[config.mk]
export PLATFORM = sky130hd
export DESIGN_NAME = line_sensor_average_threshold
export DESIGN_NICKNAME = d
export VERILOG_FILES = /design/src/hw/rtl/lsat_pkg.sv /design/src/hw/rtl/lsat_hit_eval.sv /design/src/hw/rtl/line_sensor_average_threshold.sv
export SDC_FILE = /design/constraint.sdc
export NUM_CORES = 2
export LEC_CHECK = 0
export BUFFER_PORTS_ARGS = -buffer_cell sky130_fd_sc_hd__clkbuf_2
export CAP_MARGIN = 40
export CORE_AREA = 8 8 277 279
export DETAILED_ROUTE_END_ITERATION = 10
export DIE_AREA = 0 0 285 287
export PLACE_DENSITY = 0.86
export RECOVER_POWER = 100
export SLEW_MARGIN = 20
export SYNTH_ARGS = -nofsm -noshare
export SYNTH_HDL_FRONTEND = slang
export SYNTH_SLANG_ARGS = --single-unit
[constraint.sdc]
create_clock -name clock -period 8.25 [get_ports clock]
set_input_delay 2.0625 -clock clock [delete_from_list [all_inputs] [get_ports clock]]
set_output_delay 2.0625 -clock clock [all_outputs]
set_load 0.005 [all_outputs]
[src/hw/rtl/lsat_pkg.sv]
// ----------------------------------------------------------------------------
// Line sensor threshold package
// Shared types and fixed constants of the line sensor averaging block.
// ----------------------------------------------------------------------------
`default_nettype none

package lsat_pkg;

   localparam int CHANNELS = 8;
   localparam int SAMPLE_W = 10;
   localparam int QUERY_W  = 3;

   localparam logic [SAMPLE_W-1:0] SAMPLE_MAX   = 10'd1000;
   localparam logic [SAMPLE_W-1:0] MARGIN_RESET = 10'd60;

   typedef enum logic {
      REQ_MEASURE   = 1'b0,
      REQ_CALIBRATE = 1'b1
   } req_kind_type;

   typedef logic [SAMPLE_W-1:0]        sample_type;
   typedef sample_type [CHANNELS-1:0]  sample_vec_type;
   typedef logic [CHANNELS-1:0]        mask_type;
   typedef logic [QUERY_W-1:0]         query_type;

   // Clamp a reading to the sensor full scale.
   function automatic sample_type clip_sample(input sample_type value);
      return (value > SAMPLE_MAX) ? SAMPLE_MAX : value;
   endfunction

endpackage

`default_nettype wire

[src/hw/rtl/lsat_hit_eval.sv]
// ----------------------------------------------------------------------------
// Line sensor hit evaluation
// Compares each channel average against its calibrated baseline plus margin.
// ----------------------------------------------------------------------------
`default_nettype none

module lsat_hit_eval #(
   parameter int CAL_COUNT = 64,
   parameter int ACC_W     = 16
) (
   input  lsat_pkg::sample_vec_type                    average,
   input  logic [lsat_pkg::CHANNELS-1:0][ACC_W-1:0]    cal_sum,
   input  lsat_pkg::sample_type                        margin,
   output lsat_pkg::mask_type                          hit
);
   import lsat_pkg::*;

   logic [SAMPLE_W:0]  diff   [CHANNELS];
   logic [ACC_W-1:0]   scaled [CHANNELS];

   // The baseline is the truncated quotient cal_sum / CAL_COUNT, so
   // avg > baseline + margin holds exactly when (avg - margin) is positive
   // and (avg - margin) * CAL_COUNT exceeds cal_sum.
   for (genvar c = 0; c < CHANNELS; c++) begin : g_chan
      assign diff[c]   = {1'b0, average[c]} - {1'b0, margin};
      assign scaled[c] = ACC_W'(diff[c][SAMPLE_W-1:0]) * ACC_W'(CAL_COUNT);
      assign hit[c]    = !diff[c][SAMPLE_W] && (diff[c] != '0) &&
                         (scaled[c] > cal_sum[c]);
   end

endmodule

`default_nettype wire

[src/hw/rtl/line_sensor_average_threshold.sv]
// Each accepted request is registered in the input, average and result stages.
// Throughput: one request per cycle while req_stall is low; the bound is the
// per-channel running-sum update, which reads and rewrites the ring row and sum
// in the same cycle. Reset (synchronous, active high) clears rings, sums,
// averages, baselines, calibration state and hit flags and sets the margin to 60.
// ----------------------------------------------------------------------------
// Line sensor moving average threshold detector
// Eight-channel moving average with calibrated baseline and hit flags.
// ----------------------------------------------------------------------------
`default_nettype none

module line_sensor_average_threshold #(
   parameter int MA_DEPTH  = 4,
   parameter int CAL_COUNT = 64
) (
   input  logic                  clock,
   input  logic                  reset,

   input  logic                  csr_write_enable,
   input  lsat_pkg::sample_type  csr_write_data,

   input  logic                  req_valid,
   output logic                  req_stall,
   input  logic                  req_type,
   input  lsat_pkg::sample_type  req_sample_0,
   input  lsat_pkg::sample_type  req_sample_1,
   input  lsat_pkg::sample_type  req_sample_2,
   input  lsat_pkg::sample_type  req_sample_3,
   input  lsat_pkg::sample_type  req_sample_4,
   input  lsat_pkg::sample_type  req_sample_5,
   input  lsat_pkg::sample_type  req_sample_6,
   input  lsat_pkg::sample_type  req_sample_7,
   input  lsat_pkg::query_type   req_query_channel,

   output logic                  rsp_valid,
   input  logic                  rsp_stall,
   output lsat_pkg::mask_type    rsp_hit_mask,
   output logic                  rsp_any_hit,
   output logic                  rsp_front_hit,
   output logic                  rsp_right_hit,
   output logic                  rsp_back_hit,
   output logic                  rsp_left_hit,
   output lsat_pkg::sample_type  rsp_query_value,
   output logic                  rsp_cal_done
);
   import lsat_pkg::*;

   localparam int PTR_W     = (MA_DEPTH > 1) ? $clog2(MA_DEPTH) : 1;
   localparam int SUM_W     = $clog2(int'(SAMPLE_MAX) * MA_DEPTH + 1);
   localparam int DIV_SHIFT = SUM_W + 4;
   localparam int RECIP     = ((1 << DIV_SHIFT) + MA_DEPTH - 1) / MA_DEPTH;
   localparam int PROD_W    = SUM_W + DIV_SHIFT + 1;
   localparam int ACC_W     = $clog2(int'(SAMPLE_MAX) * CAL_COUNT + 1);
   localparam int CNT_W     = (CAL_COUNT > 1) ? $clog2(CAL_COUNT) : 1;

   typedef logic [CHANNELS-1:0][SUM_W-1:0] sum_vec_type;
   typedef logic [CHANNELS-1:0][ACC_W-1:0] acc_vec_type;

   // pipeline handshake
   logic free_rsp, free_mid, in_adv, mid_adv, req_acc;

   // input stage
   logic           in_valid_ff, in_valid_in;
   req_kind_type   in_kind_ff, in_kind_in;
   sample_vec_type in_sample_ff, in_sample_in;
   query_type      in_query_ff, in_query_in;

   // average stage
   logic           mid_valid_ff, mid_valid_in;
   req_kind_type   mid_kind_ff, mid_kind_in;
   query_type      mid_query_ff, mid_query_in;
   logic           mid_done_ff, mid_done_in;

   // result stage
   logic           rsp_valid_ff, rsp_valid_in;
   mask_type       rsp_mask_ff, rsp_mask_in;
   sample_type     rsp_query_ff, rsp_query_in;
   logic           rsp_done_ff, rsp_done_in;

   // channel state
   sample_vec_type ring_ff [MA_DEPTH];
   sample_vec_type ring_in [MA_DEPTH];
   logic [PTR_W-1:0] ptr_ff, ptr_in;
   sum_vec_type    sum_ff, sum_in, sum_new;
   sample_vec_type avg_ff, avg_in, avg_new;
   acc_vec_type    acc_ff, acc_in, acc_new;
   acc_vec_type    snap_ff, snap_in;
   logic [CNT_W-1:0] cnt_ff, cnt_in;
   mask_type       flags_ff, flags_in;
   sample_type     margin_ff, margin_in;

   sample_vec_type row_old;
   logic [PROD_W-1:0] prod [CHANNELS];
   logic           cal_last;
   mask_type       hit_new, flags_out;

   assign free_rsp  = !rsp_valid_ff || !rsp_stall;
   assign mid_adv   = mid_valid_ff && free_rsp;
   assign free_mid  = !mid_valid_ff || free_rsp;
   assign in_adv    = in_valid_ff && free_mid;
   assign req_stall = in_valid_ff && !free_mid;
   assign req_acc   = req_valid && !req_stall;

   // input capture, samples clamped on the way in
   always_comb begin
      in_valid_in  = req_acc ? 1'b1 : (in_adv ? 1'b0 : in_valid_ff);
      in_kind_in   = in_kind_ff;
      in_sample_in = in_sample_ff;
      in_query_in  = in_query_ff;
      if (req_acc) begin
         in_kind_in      = req_kind_type'(req_type);
         in_sample_in[0] = clip_sample(req_sample_0);
         in_sample_in[1] = clip_sample(req_sample_1);
         in_sample_in[2] = clip_sample(req_sample_2);
         in_sample_in[3] = clip_sample(req_sample_3);
         in_sample_in[4] = clip_sample(req_sample_4);
         in_sample_in[5] = clip_sample(req_sample_5);
         in_sample_in[6] = clip_sample(req_sample_6);
         in_sample_in[7] = clip_sample(req_sample_7);
         in_query_in     = req_query_channel;
      end
   end

   // running sum, average and calibration accumulate
   always_comb begin
      row_old  = ring_ff[ptr_ff];
      cal_last = (cnt_ff == CNT_W'(CAL_COUNT - 1));
      for (int c = 0; c < CHANNELS; c++) begin
         sum_new[c] = sum_ff[c] - SUM_W'(row_old[c]) + SUM_W'(in_sample_ff[c]);
         // divide by the ring depth through an exact reciprocal
         prod[c]    = PROD_W'(sum_new[c]) * PROD_W'(RECIP);
         avg_new[c] = prod[c][DIV_SHIFT +: SAMPLE_W];
         acc_new[c] = acc_ff[c] + ACC_W'(in_sample_ff[c]);
      end

      ring_in      = ring_ff;
      ptr_in       = ptr_ff;
      sum_in       = sum_ff;
      avg_in       = avg_ff;
      acc_in       = acc_ff;
      snap_in      = snap_ff;
      cnt_in       = cnt_ff;
      mid_valid_in = in_adv ? 1'b1 : (mid_adv ? 1'b0 : mid_valid_ff);
      mid_kind_in  = mid_kind_ff;
      mid_query_in = mid_query_ff;
      mid_done_in  = mid_done_ff;

      if (in_adv) begin
         mid_kind_in  = in_kind_ff;
         mid_query_in = in_query_ff;
         mid_done_in  = 1'b0;
         case (in_kind_ff)
            REQ_MEASURE: begin
               ring_in[ptr_ff] = in_sample_ff;
               sum_in          = sum_new;
               avg_in          = avg_new;
               ptr_in          = (ptr_ff == PTR_W'(MA_DEPTH - 1)) ? '0 : ptr_ff + 1'b1;
            end
            REQ_CALIBRATE: begin
               if (cal_last) begin
                  // keep the batch total; the compare works from it directly
                  snap_in     = acc_new;
                  acc_in      = '0;
                  cnt_in      = '0;
                  mid_done_in = 1'b1;
               end else begin
                  acc_in = acc_new;
                  cnt_in = cnt_ff + 1'b1;
               end
            end
            default: begin
               mid_done_in = 1'b0;
            end
         endcase
      end
   end

   lsat_hit_eval #(
      .CAL_COUNT (CAL_COUNT),
      .ACC_W     (ACC_W)
   ) u_hit_eval (
      .average (avg_ff),
      .cal_sum (snap_ff),
      .margin  (margin_ff),
      .hit     (hit_new)
   );

   // flags and result
   always_comb begin
      flags_out    = (mid_kind_ff == REQ_MEASURE) ? hit_new : flags_ff;
      flags_in     = mid_adv ? flags_out : flags_ff;
      rsp_valid_in = mid_adv ? 1'b1 : (free_rsp ? 1'b0 : rsp_valid_ff);
      rsp_mask_in  = rsp_mask_ff;
      rsp_query_in = rsp_query_ff;
      rsp_done_in  = rsp_done_ff;
      if (mid_adv) begin
         rsp_mask_in  = flags_out;
         rsp_query_in = avg_ff[mid_query_ff];
         rsp_done_in  = mid_done_ff;
      end
      margin_in = csr_write_enable ? csr_write_data : margin_ff;
   end

   always_ff @(posedge clock) begin
      if (reset) begin
         in_valid_ff  <= 1'b0;
         mid_valid_ff <= 1'b0;
         rsp_valid_ff <= 1'b0;
         ring_ff      <= '{default: '0};
         ptr_ff       <= '0;
         sum_ff       <= '0;
         avg_ff       <= '0;
         acc_ff       <= '0;
         snap_ff      <= '0;
         cnt_ff       <= '0;
         flags_ff     <= '0;
         margin_ff    <= MARGIN_RESET;
      end else begin
         in_valid_ff  <= in_valid_in;
         mid_valid_ff <= mid_valid_in;
         rsp_valid_ff <= rsp_valid_in;
         ring_ff      <= ring_in;
         ptr_ff       <= ptr_in;
         sum_ff       <= sum_in;
         avg_ff       <= avg_in;
         acc_ff       <= acc_in;
         snap_ff      <= snap_in;
         cnt_ff       <= cnt_in;
         flags_ff     <= flags_in;
         margin_ff    <= margin_in;
      end
   end

   // payload registers, hold while stalled
   always_ff @(posedge clock) begin
      in_kind_ff   <= in_kind_in;
      in_sample_ff <= in_sample_in;
      in_query_ff  <= in_query_in;
      mid_kind_ff  <= mid_kind_in;
      mid_query_ff <= mid_query_in;
      mid_done_ff  <= mid_done_in;
      rsp_mask_ff  <= rsp_mask_in;
      rsp_query_ff <= rsp_query_in;
      rsp_done_ff  <= rsp_done_in;
   end

   assign rsp_valid       = rsp_valid_ff;
   assign rsp_hit_mask    = rsp_mask_ff;
   assign rsp_any_hit     = |rsp_mask_ff;
   assign rsp_front_hit   = |rsp_mask_ff[1:0];
   assign rsp_right_hit   = |rsp_mask_ff[3:2];
   assign rsp_back_hit    = |rsp_mask_ff[5:4];
   assign rsp_left_hit    = |rsp_mask_ff[7:6];
   assign rsp_query_value = rsp_query_ff;
   assign rsp_cal_done    = rsp_done_ff;

endmodule

`default_nettype wire

==> results by group <==
Synth
  • Synthesized area per cell: 8.60 sq um
  • Mapped Cells: 5337
  • Most used flip-flop cell after synthesis: dfxtp_1
  • Synth top cells by count: nand2_1, dfxtp_1, a21oi_1
  • Share of the synthesized area in the top cell type: 30.6%
  • Seq cells post-synth: 809
  • Distinct cells, synth: 75
  • Syn_nets: 5873
  • Sequential-to-total area share from yosys stat: 37.6%
  • Top area cells in the synthesized netlist: dfxtp_1, ha_1, nand2_1, edfxtp_1, a21oi_1
  • Asr flop ratio synth: 0%
  • Post-synth top area cell: dfxtp_1
  • Ys Warns: 0
  • Most common cell in the synthesized netlist: nand2_1
  • Number of flops mapped to enable cells by yosys: 108
  • Synth Cell Area: 45900 sq um

Setup path
  • Worst-path cell chain: clkbuf_1 > nand3_1 > and3_2 > clkbuf_1 > nand2_1 > nor2_1 > buf_16 > a41oi_1 > a31oi_1
  • CP endpoint kind: flip-flop
  • Crit Path Max Fanout: 53
  • Crit path top cell by count: clkbuf_1
  • WP buf/inv: 3
  • Delay-heaviest family, CP: buffers and inverters
  • Crit path arrival time: 7150 ps
  • Crit Path Category: in -> reg
  • Slowest cell on the critical path: clkbuf_1
  • WP data required: 8790 ps
  • Crit-path max cell delay: 2360 ps
  • Critical path launch point type: input port

Power
  • Seq pwr share: 40.5%
  • P_leak: 19.3 nW
  • P_int: 7.51 mW
  • Pwr Density: 214 nW/um^2
  • VDD IR max: 0.172 mV
  • Clock Power Share: 38.0%
  • Sw Share: 30.0%
  • Psw: 3.22 mW
  • Comb pwr share: 21.6%

Clock tree
  • CTS buffer count: 87
  • H-tree levels: 3
  • Root buffer cell: clkbuf_16
  • Clk sinks: 809
  • Max Root-Sink Buffers: 3
  • CTS clk-pin slew, worst paths: 60 ps
  • CTS tree: done
  • Worst-Skew Late Latency: 650 ps
  • # hold bufs at CTS: 0
  • Post-CTS sizing: 0
  • Post-CTS setup buffers: 0

Route
  • WL final: 130 mm
  • Routed vias/inst: 6.28
  • Drt drc: 0
  • WL per Instance: 20.4 microns
  • Drt first-iter violations: 4415
  • Via count: 39900
  • First-pass DRT Iterations: 8
  • Post-route ant nets: 0

Global route
  • First-pass GRT wire length: 204 mm
  • Initial antenna violation count: 5
  • GRT Total Usage: 30.6%
  • Overflow after GRT: 0
  • Vias in the first global route: 38800
  • Largest net degree at the start of global routing: 180

Placement
  • Hpwl dp: 89.5 mm
  • Routability Congestion: 0.974
  • DP Area: 47400 sq um
  • Count of buffers from port buffering: 124
  • Pre-CTS setup slack: 3450 ps

Floorplanning
  • Die Area: 81800 sq um
  • # IOs: 125
  • Core area: 72300 sq um
  • Die height: 287 microns
  • Initial core utilization: 63.5%
  • Row cnt: 99
  • Die width: 285 microns

Timing
  • Slew margin rel.: -155%
  • RSZ-0062 raised after global routing: no
  • Final setup viols: 0
  • Fin crit period: 6610 ps
  • Fin Clk Skew: 23.4 ps
  • Fmax: 151 MHz
  • Crit share post-route: 80.1%
  • Worst-margin pin slew: 3830 ps
  • Final Hold Vio Count: 0
  • Worst setup margin: 1640 ps
  • Hold slack: 425 ps
  • Fin. max-slew vios: 827
  • Post-Route Setup TNS: 0 ps

Finish
  • Fin nets: 5849
  • Multi-input gate area: 25700 sq um
  • Synth-to-layout area growth: 9.04%
  • Fill count: 5412
  • Register area: 17300 sq um
  • Layout cell share with drive strength beyond 1: 6.76%
  • Core Util, Final: 69.2%
  • Post-route cell area: 50100 sq um

Run status
  • Failing checks: capacitance limit, slew limit
  • Outcome: finished, violations left

Min path
  • Worst hold path type: reg -> reg

Job
  • Max Cap Violations: 18
[cell usage in the layout, fill, tap and decap left out, types with 22 or more instances in the layout]
cell type | Yosys | layout
xor2_1 | 66 | 66
mux4_2 | 100 | 100
or3_1 | 40 | 40
o21a_1 | 37 | 37
clkbuf_16 | 0 | 91
clkbuf_2 | 0 | 60
ha_1 | 341 | 341
fa_1 | 96 | 96
inv_1 | 506 | 507
a211oi_1 | 34 | 34
nand4_1 | 34 | 34
nand2_1 | 981 | 979
nand2b_1 | 22 | 22
and2_0 | 1 | 26
a21oi_1 | 616 | 615
nand3_1 | 94 | 93
nor2_1 | 239 | 239
a21o_1 | 58 | 58
a22oi_1 | 53 | 53
nor2b_1 | 54 | 54
edfxtp_1 | 108 | 108
dfxtp_1 | 701 | 699
a22o_1 | 48 | 48
o22ai_1 | 53 | 53
nor3_1 | 50 | 49
o21ai_0 | 210 | 214
a31oi_1 | 23 | 23
or4_1 | 24 | 24
clkbuf_1 | 262 | 97
xnor2_1 | 149 | 149
[cell families after synthesis]
kind of cell | Yosys count | share of synthesized area [%]
adder cells (fa/ha/maj) | 437 | 13.5
AO/OA/AOI/OAI | 1330 | 17.5
XOR/XNOR | 215 | 4.10
buffers and inverters | 791 | 6.47
AND/OR/NAND/NOR | 1637 | 15.5
flip-flops | 809 | 37.6
multiplexers | 118 | 5.33
[state kept, by name, indices dropped and copies added (netlist names), 8 cells and up]
signal and count:
margin_ff 10, sum_ff 96, in_sample_ff 80, rsp_hit_mask 8, rsp_query_value 10, flags_ff 8, snap_ff 128, ring_ff 320
acc_ff 128
[cell type report]
| type | instances | share of cell area, % |
|---|---|---|
| antenna | 1 | 0.00500 |
| clock buffer | 122 | 5.06 |
| clock inverter | 40 | 0.917 |
| inverter | 507 | 3.80 |
| multi-input combinational | 3737 | 51.3 |
| sequential | 809 | 34.5 |
| tap | 959 | 2.40 |
| timing repair buffer | 171 | 1.98 |
[metrics by stage]
step / total power, mW / std cells
after CTS: 10.7 / 6345
final: 10.7 / 6346
after global routing: 11.2 / 6345
after global placement: 6.56 / 6168
after detailed placement: 6.67 / 6183
after floorplan: 6.08 / 5337
[worst paths after layout]
kind                        startpoint                  endpoint  slack [ps]  cells after the start
min reg2reg  mid_done_ff$_SDFFCE_PN0P_    rsp_cal_done$_DFFE_PP_         420                      0
max                          rsp_stall  acc_ff[126]$_SDFFE_PP0P_        1640                      9
max reg2reg       in_kind_ff$_DFFE_PP_  acc_ff[126]$_SDFFE_PP0P_        2800                      7
min          mid_done_ff$_SDFFCE_PN0P_    rsp_cal_done$_DFFE_PP_         420                      0
[power groups by stage]
stage | clock network (mW) | registers, mW | logic, mW
after global placement | 0 | 4.41 | 2.15
after CTS | 4.09 | 4.33 | 2.29
after detailed placement | 0 | 4.42 | 2.26
after floorplan | 0 | 4.30 | 1.78
final | 4.07 | 4.35 | 2.31
after global routing | 4.25 | 4.35 | 2.59
[per-layer routing]
metal,vias up,wire (microns),GRT usage (%)
met5,-,0,0
met3,414,15200,6.73
met2,2185,56800,47.1
met1,18900,51800,41.0
met4,0,5760,14.1
li1,18300,-,-
Power figures use the tool's default switching activity.
